<file path="src/tmb_pkg.sv">
// ----------------------------------------------------------------------------
// tmb_pkg
// Shared types, constants and address helpers for the tile map blitter.
// ----------------------------------------------------------------------------
package tmb_pkg;

  localparam int MAP_WIDTH   = 64;
  localparam int MAP_HEIGHT  = 64;
  localparam int CHUNK_SIDE  = 32;
  localparam int PAGE_COUNT  = 2;
  localparam int LAYER_COUNT = 2;

  localparam int X_W      = $clog2(MAP_WIDTH);
  localparam int Y_W      = $clog2(MAP_HEIGHT);
  localparam int CHUNK_W  = $clog2(CHUNK_SIDE);
  localparam int PAGE_W   = (PAGE_COUNT > 1) ? $clog2(PAGE_COUNT) : 1;
  localparam int LAYER_W  = (LAYER_COUNT > 1) ? $clog2(LAYER_COUNT) : 1;
  localparam int OFS_W    = X_W + Y_W;
  localparam int ADDR_W   = PAGE_W + LAYER_W + OFS_W;
  localparam int STORE_WORDS = 1 << ADDR_W;
  localparam int WORD_W   = 16;

  localparam logic [2:0] ACT_PUT   = 3'd0;
  localparam logic [2:0] ACT_FILL  = 3'd1;
  localparam logic [2:0] ACT_READ  = 3'd2;
  localparam logic [2:0] ACT_COPY  = 3'd3;
  localparam logic [2:0] ACT_CLEAR = 3'd4;

  localparam logic [2:0] OP_NONE = 3'd0;
  localparam logic [2:0] OP_PUT  = 3'd1;
  localparam logic [2:0] OP_READ = 3'd2;
  localparam logic [2:0] OP_FILL = 3'd3;
  localparam logic [2:0] OP_CRD  = 3'd4;
  localparam logic [2:0] OP_CWR  = 3'd5;
  localparam logic [2:0] OP_CLR  = 3'd6;

  typedef logic [X_W-1:0]    x_t;
  typedef logic [Y_W-1:0]    y_t;
  typedef logic [ADDR_W-1:0] addr_t;

  typedef struct packed {
    logic [2:0]         action;
    logic               layer;
    logic               all_layers;
    logic signed [15:0] x_first;
    logic signed [15:0] y_first;
    logic signed [15:0] x_second;
    logic signed [15:0] y_second;
    logic signed [15:0] x_dest;
    logic signed [15:0] y_dest;
    logic [15:0]        tile_word;
  } in_item_t;

  typedef struct packed {
    logic [15:0] read_word;
    logic [9:0]  char_index;
    logic [3:0]  palette;
    logic        flip_h;
    logic        flip_v;
  } out_item_t;

  typedef struct packed {
    logic       load;
    logic [2:0] op;
    logic       capture;
  } cmd_t;

  typedef struct packed {
    logic rect_last;
    logic clr_last;
  } status_t;

  function automatic x_t clamp_x(logic signed [15:0] v);
    x_t r;
    if (v < 0) begin
      r = '0;
    end else if (v > 16'(MAP_WIDTH - 1)) begin
      r = x_t'(MAP_WIDTH - 1);
    end else begin
      r = v[X_W-1:0];
    end
    return r;
  endfunction

  function automatic y_t clamp_y(logic signed [15:0] v);
    y_t r;
    if (v < 0) begin
      r = '0;
    end else if (v > 16'(MAP_HEIGHT - 1)) begin
      r = y_t'(MAP_HEIGHT - 1);
    end else begin
      r = v[Y_W-1:0];
    end
    return r;
  endfunction

  // chunk row, chunk column, row in chunk, column in chunk
  function automatic addr_t tile_addr(logic [PAGE_W-1:0] page, logic [LAYER_W-1:0] layer,
                                      x_t x, y_t y);
    return {page, layer, y[Y_W-1:CHUNK_W], x[X_W-1:CHUNK_W],
            y[CHUNK_W-1:0], x[CHUNK_W-1:0]};
  endfunction

endpackage

</file>
<file path="src/tmb_ctrl.sv">
// ----------------------------------------------------------------------------
// tmb_ctrl
// Command sequencer: decodes the action and steps the datapath per tile.
// ----------------------------------------------------------------------------
module tmb_ctrl (
  input  logic             clk,
  input  logic             rst_n,
  input  logic             start,
  input  logic [2:0]       in_action,
  input  tmb_pkg::status_t status,
  output tmb_pkg::cmd_t    cmd,
  output logic             busy,
  output logic             done
);
  import tmb_pkg::*;

  localparam logic [3:0] S_INIT  = 4'd0;
  localparam logic [3:0] S_IDLE  = 4'd1;
  localparam logic [3:0] S_PUT   = 4'd2;
  localparam logic [3:0] S_READ  = 4'd3;
  localparam logic [3:0] S_RWAIT = 4'd4;
  localparam logic [3:0] S_FILL  = 4'd5;
  localparam logic [3:0] S_CRD   = 4'd6;
  localparam logic [3:0] S_CWR   = 4'd7;
  localparam logic [3:0] S_CLR   = 4'd8;
  localparam logic [3:0] S_DONE  = 4'd9;

  logic [3:0] state_r, state_nxt;

  always_comb begin
    state_nxt   = state_r;
    cmd.load    = 1'b0;
    cmd.op      = OP_NONE;
    cmd.capture = 1'b0;
    unique case (state_r)
      S_INIT: begin
        cmd.op = OP_CLR;
        if (status.clr_last) begin
          state_nxt = S_IDLE;
        end
      end
      S_IDLE: begin
        if (start) begin
          cmd.load = 1'b1;
          unique case (in_action)
            ACT_PUT:   state_nxt = S_PUT;
            ACT_READ:  state_nxt = S_READ;
            ACT_FILL:  state_nxt = S_FILL;
            ACT_COPY:  state_nxt = S_CRD;
            ACT_CLEAR: state_nxt = S_CLR;
            default:   state_nxt = S_DONE;
          endcase
        end
      end
      S_PUT: begin
        cmd.op    = OP_PUT;
        state_nxt = S_DONE;
      end
      S_READ: begin
        cmd.op    = OP_READ;
        state_nxt = S_RWAIT;
      end
      S_RWAIT: begin
        cmd.capture = 1'b1;
        state_nxt   = S_DONE;
      end
      S_FILL: begin
        cmd.op = OP_FILL;
        if (status.rect_last) begin
          state_nxt = S_DONE;
        end
      end
      S_CRD: begin
        cmd.op    = OP_CRD;
        state_nxt = S_CWR;
      end
      S_CWR: begin
        cmd.op    = OP_CWR;
        state_nxt = status.rect_last ? S_DONE : S_CRD;
      end
      S_CLR: begin
        cmd.op = OP_CLR;
        if (status.clr_last) begin
          state_nxt = S_DONE;
        end
      end
      S_DONE: begin
        state_nxt = S_IDLE;
      end
      default: begin
        state_nxt = S_IDLE;
      end
    endcase
  end

  always_ff @(posedge clk) begin
    if (!rst_n) begin
      state_r <= S_INIT;
    end else begin
      state_r <= state_nxt;
    end
  end

  assign busy = (state_r != S_IDLE);
  assign done = (state_r == S_DONE);

endmodule

</file>
<file path="config.mk">
export PLATFORM = sky130hd
export DESIGN_NAME = tmb_ctrl
export DESIGN_NICKNAME = d
export VERILOG_FILES = /design/src/tmb_pkg.sv /design/src/tmb_ctrl.sv
export SDC_FILE = /design/constraint.sdc
export NUM_CORES = 1
export LEC_CHECK = 0
export ABC_AREA = 1
export BUFFER_PORTS_ARGS = -buffer_cell sky130_fd_sc_hd__buf_2
export CORE_AREA = 2 2 39 41
export CTS_CLUSTER_DIAMETER = 30
export DETAILED_ROUTE_END_ITERATION = 7
export DIE_AREA = 0 0 41 43
export SLEW_MARGIN = 20
export SYNTH_ARGS = -nofsm -noshare
export SYNTH_HDL_FRONTEND = slang
export SYNTH_SLANG_ARGS = --single-unit
</file>
<file path="constraint.sdc">
create_clock -name clk -period 1.5 [get_ports clk]
set_input_delay 0.075 -clock clk [delete_from_list [all_inputs] [get_ports clk]]
set_output_delay 0.075 -clock clk [all_outputs]
set_load 0.05 [all_outputs]
</file>
==> results of run 1 <==
worst paths after layout:
kind / from / endpoint / slack [ns] / cells past startpoint
worst min register to register: state_r[1] / state_r[1] / 0.59 / 2
worst max-delay path: state_r[0] / cmd[2] / 0.1 / 6
worst min-delay path: rst_n / state_r[0] / 0.1 / 3
worst max register to register: state_r[0] / state_r[3] / 0.31 / 8
cell type report:
class	instances	area (µm²)
Tap cell	16	20.0
Sequential cell	4	80.1
Inverter	13	48.8
Clock buffer	3	22.5
Multi-Input combinational cell	54	264
Timing Repair Buffer	14	77.6
Fill cell	151	871
layer usage:
layer | vias to the layer above | part of all wire (%) | track usage [%]
met4 | 0 | 0 | 10.0
met5 | - | 0 | 0
met1 | 190 | 46 | 16.4
li1 | 257 | - | -
met3 | 0 | 5.4 | 3.14
met2 | 13 | 48 | 20.3
cells in the final DEF (no fill, tap or decap), types with 2 or more instances in the layout:
cell and count:
nor2_2 4, clkbuf_4 5, nand2_1 19, nand3_1 8
nand2_2 2, dfxtp_1 4, inv_2 5, buf_2 11
a21oi_1 2, inv_1 8, nor2_1 10
through the flow:
step	cells	area [µm²]
floorplan	71	393
global placement	101	483
detailed placement	101	483
CTS	104	505
global route	104	513
finish	104	513
tightest hold or removal path, stage by stage:
cell and delay [ns]:
buf_2 0.11, nand2_1 0.07, a21oi_2 0.03
where the power goes:
group / total, mW / leakage, nW / switching (mW) / internal [mW]
combinational: 0.256 / 0.230 / 0.180 / 0.0753
clock: 0.132 / 0.0138 / 0.0430 / 0.0894
sequential: 0.129 / 0.0327 / 0.0126 / 0.116
cell families (layout without fill, tap and decap cells):
logic type,Yosys count,after routing,synth area share [%]
flops,4,4,20.6
simple gates,47,47,55.8
compound gates,7,7,11.0
buf+inv,13,30,12.6
==> results list, run 1 <==
- CP top delay family: buffers and inverters
- CTS sink count: 4
- Initial antenna violation count: 0
- Yosys mapped a number of flops with a built-in enable equal to 0.
- The initial utilization of the core area, before any placement, comes to roughly 28%.
* Mean instance size in the synthesized netlist: 5.46 µm²
- Number of max-slew violations in the final report: 0
- In this run the worst path has a maximum fanout of 5.
* Number of max-cap violations: 0
- CTS clock-pin slew for the worst setup and hold paths: 0.04 ns
* Standard cell core area: between 1000 and 1500 µm²
- Critical path start-end classification: reg2out
- The routed layout has 460 vias.
- Setup slack closes at between 0.09 and 0.1 ns.
* Number of flip-flops in the largest register: 4
- Counting flops with an async set or reset pin after synthesis yields a share of 0%.
* Largest register by flop count: state_r
- RSZ-0062 raised after global routing: false
* DRC violation count after routing: 0
- Setup-failing EPs final: 0
* Via count of the first global-routing pass: ~420
- The count of buffers added on input and output ports is 14.
- The final count of hold timing violations is 0.
- Net count after synthesis: slightly below 80
- GRT Util Overall: ~14%
* Maximum single-stage delay on the critical path: about 0.35 ns
- The number of hold buffers added after CTS was 0.
- The worst setup path is captured at an output port.
* Final #Nets: between 90 and 100
- For this run, the top clock speed supported by timing is a little over 0.7 GHz.
- The largest individual stage delay along the critical path comes from the cell dfxtp_1.
- Final WL: a little over 900 µm
* Gp weighted congestion: approximately 0.78
- Summed over all layers, the global routing overflow is 0.
* Portion of the post-synthesis area used by sequential elements: between 20 and 25%
* Total of cells resized after clock tree synthesis: 0
- Largest registers ranked by flip-flop count: state_r: 4 flops
- I/O pin cnt: 15
- 0 antenna diodes ended up in the layout.
- The worst path uses 93.5% of the clock period.
- In this run the deepest clock path goes through 2 buffers.
- Unique cell type count in the Yosys netlist: 17
- Initial detailed-routing violation count: 4
- For this design the ratio of total power to cell area is just over 1000 nW/µm².
* Clock tree root buffer cell: clkbuf_4
- Buffers added to address setup during post-CTS repair amount to 0.
* Width of the die: between 40 and 50 µm
- After technology mapping, the gate count stands at between 70 and 80.
* Largest cells by area after synthesis: dfxtp_1 21%, nand2_1 18%, nor2_1 12%
- Clock skew on the completed layout was measured at about 0.0024 ns.
* Startpoint types: flop
- Worst hold slack: just under 0.1 ns
- After synthesis the cells add up to 388 µm².
- Worst slew margin relative to its limit: 83.6%
* Most area-hungry cell type in the Yosys netlist: dfxtp_1
- The most used flip-flop cell after synthesis is dfxtp_1.
- The floorplan has 14 rows.
- Die height: around 43 µm
- Together, buffers and inverters on the worst path number 3.
- For the worst setup path, the data required time is 1.42 ns.
* Number of warnings reported in the yosys synthesis log: 0
* Peak ir drop on the vdd network: roughly 0.37 mV
- Post-placement setup slack: approximately 0.27 ns
- The run finished with clean final reports.
- Iteration count of the initial detailed-routing pass: 3
- H-tree levels: 1
- Estimated wirelength of the detail-placed design: approximately 810 µm
* Antenna-violating nets left: 0
* Slew of the pin with the lowest slew margin: 0.248 ns
- The first global-routing pass estimated roughly 1.6 mm of wire.
- Final design utilization: between 30% and 40%
- Worst-path cell chain: inv_2 > nand2_2 > nor2_1 > inv_1 > nand3_1 > clkbuf_4
* Layout cells sized above 1: a little over a third
- Class of the tightest hold or removal check: in2reg
* Sum of internal, switching and leakage power: approximately 0.52 mW
* Area delta synth->final: 32.3%
* Clock period minus worst slack: 1.40 ns
- The commonest cells after synthesis are 19 x nand2_1, 12 x nor2_1, 8 x inv_1, 8 x nand3_1, 5 x inv_2.
- Number of flip-flops and latches in the synthesized netlist: 4
* Total Negative Setup Slacks: 0 ns
- Clock latency at the later pin of the worst-skew pair: about 0.23 ns
* Most frequently used cell type in the post-synthesis netlist: nand2_1
* WL/cell: slightly below 9 µm
* Pin count of the biggest net entering global routing: 7
- Num CTS Buffers: 3
- In this run the biggest area consumer among cell types represents 20.6% of the synthesized area.
- In the routed layout, each cell is associated on average with a via count of 4.42.
* CP Data Arrival Time: around 1.3 ns
* Static power due to leakage: 0.276 nW
* DIE AREA: 1760 µm²
- TritonCTS clock tree: yes
Power figures use the tool's default switching activity.
==> run 2, diff against run 1 <==
--- a/config.mk
+++ b/config.mk
@@ -7,10 +7,9 @@
 export LEC_CHECK = 0
 export ABC_AREA = 1
 export BUFFER_PORTS_ARGS = -buffer_cell sky130_fd_sc_hd__buf_2
-export CORE_AREA = 2 2 39 41
+export CORE_UTILIZATION = 28
 export CTS_CLUSTER_DIAMETER = 30
 export DETAILED_ROUTE_END_ITERATION = 7
-export DIE_AREA = 0 0 41 43
 export SLEW_MARGIN = 20
 export SYNTH_ARGS = -nofsm -noshare
 export SYNTH_HDL_FRONTEND = slang
==> results list, run 2 (same netlist as run 1, synthesis figures left out) <==
- Result of the run: complete, no violations
- Start point of the critical path: state_r[2]
* Max Fclk: 0.712 GHz (-0.15%)
* Worst slew margin relative to its limit: 83.6% (about the same)
- Critical path start-end classification: reg2out
* Number of buffers added for setup after CTS: 0 (unchanged)
* Multi-input gate area in the final layout: 264 µm² (unchanged)
* RSZ-0062 raised after global routing: false
- The number of global-route vias before repair is 382 (-8.4%).
* Global-route wire length before repair: 1.49 mm (-7.3%)
* Port buffer count: 14 (unchanged)
- The number of DRC markers in iteration 0 came to 9 (+5).
- Final #Nets: 98 (unchanged)
- STA classifies the critical path endpoint as an output port.
* Worst setup slack for register-to-register paths: 0.30 ns (about the same)
- I/O pin cnt: 15 (unchanged)
* Hold Buf Count CTS: 0 (unchanged)
* Register cell area after layout: 80.1 µm² (unchanged)
* Number of max-cap violations: 0 (unchanged)
- The number of instances resized during post-cts repair came to 0 (unchanged).
- Final WL: 916 µm (-1.6%)
* Number of hold violations in the final report: 0 (unchanged)
* Total via count in the routed design: 483 (+5.0%)
- Total overflow reported by the global router: 0 (unchanged)
- Area delta synth->final: 31.9%
- Commonest cells after routing, fill and taps aside: 19 x nand2_1, 11 x buf_2, 10 x nor2_1, 8 x inv_1, 8 x nand3_1
- Static power due to leakage: 0.276 nW (about the same)
- The starting density of the core came to 29.8% (+1.8 points).
* Layout cells sized above 1: 36.4% (unchanged)
- Hold Crit Start: rst_n
- The maximum fanout along the worst path came to 6 (+1).
- The die area is 1540 µm² (-13%).
* Clock tree root buffer cell: clkbuf_4
- In the final layout, the registers with the most flip-flops are state_r: 4 flops.
- The critical path goes through nor2_2 > inv_2 > nor2_4 > inv_1 > nor2_2 > buf_4.
- Critical path's slowest cell: dfxtp_1
- The final number of max-transition violations was 0 (unchanged).
* Antenna fix cells: 0 (unchanged)
- Width of the die: 39.2 µm (-4.3%)
- The power density over the cells was 1010 nW/µm² (+0.40%).
- Gp weighted congestion: 0.798 (+2.3%)
- The worst clock skew is 0.00241 ns (+0.0000585 ns).
* Estimated wirelength of the detail-placed design: 799 µm (-1.7%)
- The setup-violating endpoint count in the final report is 0 (unchanged).
- The number of buffers created by CTS came to 3 (unchanged).
* Number of rows created at floorplan: 13 (-1)
- In this run the critical register-to-register path is launched from state_r[2].
- Sum of internal, switching and leakage power: 0.518 mW (+0.16%)
- The final routed DRC violation total was 0 (unchanged).
- The fraction of the cycle the final worst path needs is 93.7% (+0.14 points).
- Iteration count of the initial detailed-routing pass: 4 (+1)
- The path class of the tightest hold or removal check is in2reg.
- Standard cell core area: 1300 µm² (-6.0%)
- Clock period minus worst slack: 1.40 ns (+0.00215 ns)
- Leaving out fill and tap cells, the most frequent cell in the layout is nand2_1.
- Maximum single-stage delay on the critical path: 0.35 ns (about the same)
- Total Negative Setup Slacks: 0 ns (unchanged)
- Cell seen most often among critical-path stages: nor2_2
- WL/cell: 8.89 µm (-0.66%)
- Largest register by flop count: state_r
* CP Data Arrival Time: 1.33 ns (about the same)
- Detailed-route vias per instance: 4.69 (+6.0%)
* GRT Util Overall: 14.5% (+0.75 points)
* Filler Cell Count: 150 (-0.66%)
- Clock latency at the later pin of the worst-skew pair: 0.23 ns (about the same)
* Antenna-violating nets left: 0 (unchanged)
- The maximum buffer depth of the clock tree came to 2 (unchanged).
- Peak ir drop on the vdd network: 0.402 mV (+7.4%)
- The worst-margin pin slew was 0.247 ns (-0.000601 ns).
- TritonCTS clock tree: yes
- The number of antenna violations at the first check in global routing is 0 (unchanged).
- H-tree levels: 1 (unchanged)
- Number of flip-flops in the largest register: 4 (unchanged)
- The number of sinks on the clock net is 4 (unchanged).
* Pin count of the biggest net entering global routing: 7 (unchanged)
* Number of buffers and inverters on the critical path: 3 (unchanged)
- In this design, the largest share of critical-path delay is due to simple AND/OR/NAND/NOR gates.
* CTS clock-pin slew for the worst setup and hold paths: 0.04 ns (about the same)
- Die height: 39.2 µm (-8.8%)
* Startpoint types: flop
- The worst path required time is 1.42 ns (about the same).
## run 2: through the flow
stage | setup WS (ns) | area [µm²] | utilization [%] | hold slack [ns] | cells
CTS | 0.0205 | 504 | 38.8 | 0.0948 | 103
global route | 0.00135 | 512 | 39.3 | 0.104 | 103
floorplan | 0.0356 | 393 | - | 0.211 | 71
finish | 0.0950 | 512 | 39.3 | 0.104 | 103
global placement | 0.268 | 482 | 37.0 | 0.331 | 100
detailed placement | 0.272 | 482 | 37.0 | 0.340 | 100
## run 2: worst paths after layout
path                end  cells past startpoint
min reg2reg  state_r[1]                      2
min          state_r[0]                      3
max              cmd[4]                      6
max reg2reg  state_r[3]                      8
## run 2: worst register-to-register path: cells and delay by family (launching register included)
family,cells,cell delay (ns)
simple gates,5,0.56
flops,1,0.35
compound gates,1,0.06
buf+inv,2,0.11
## run 2: metal layers
| layer | share of wire [%] | vias up | global-route usage [%] |
|---|---|---|---|
| li1 | - | 260 | - |
| met1 | 48 | 202 | 17.8 |
| met2 | 45 | 19 | 24.2 |
| met3 | 5.7 | 2 | 3.47 |
| met4 | 0.87 | 0 | 5.17 |
| met5 | 0 | - | 0 |
## run 2: final cells by class
class                           instances  area share, %
Multi-Input combinational cell         54           51.6
Sequential cell                         4           15.6
Timing Repair Buffer                   14           15.2
Inverter                               13           9.54
Clock buffer                            3           4.40
Tap cell                               15           3.67
## run 2: power breakdown
group | total (mW) | switching, mW | internal [mW]
Clock | 0.133 | 0.0433 | 0.0894
Combinational | 0.257 | 0.182 | 0.0749
Sequential | 0.128 | 0.0120 | 0.116
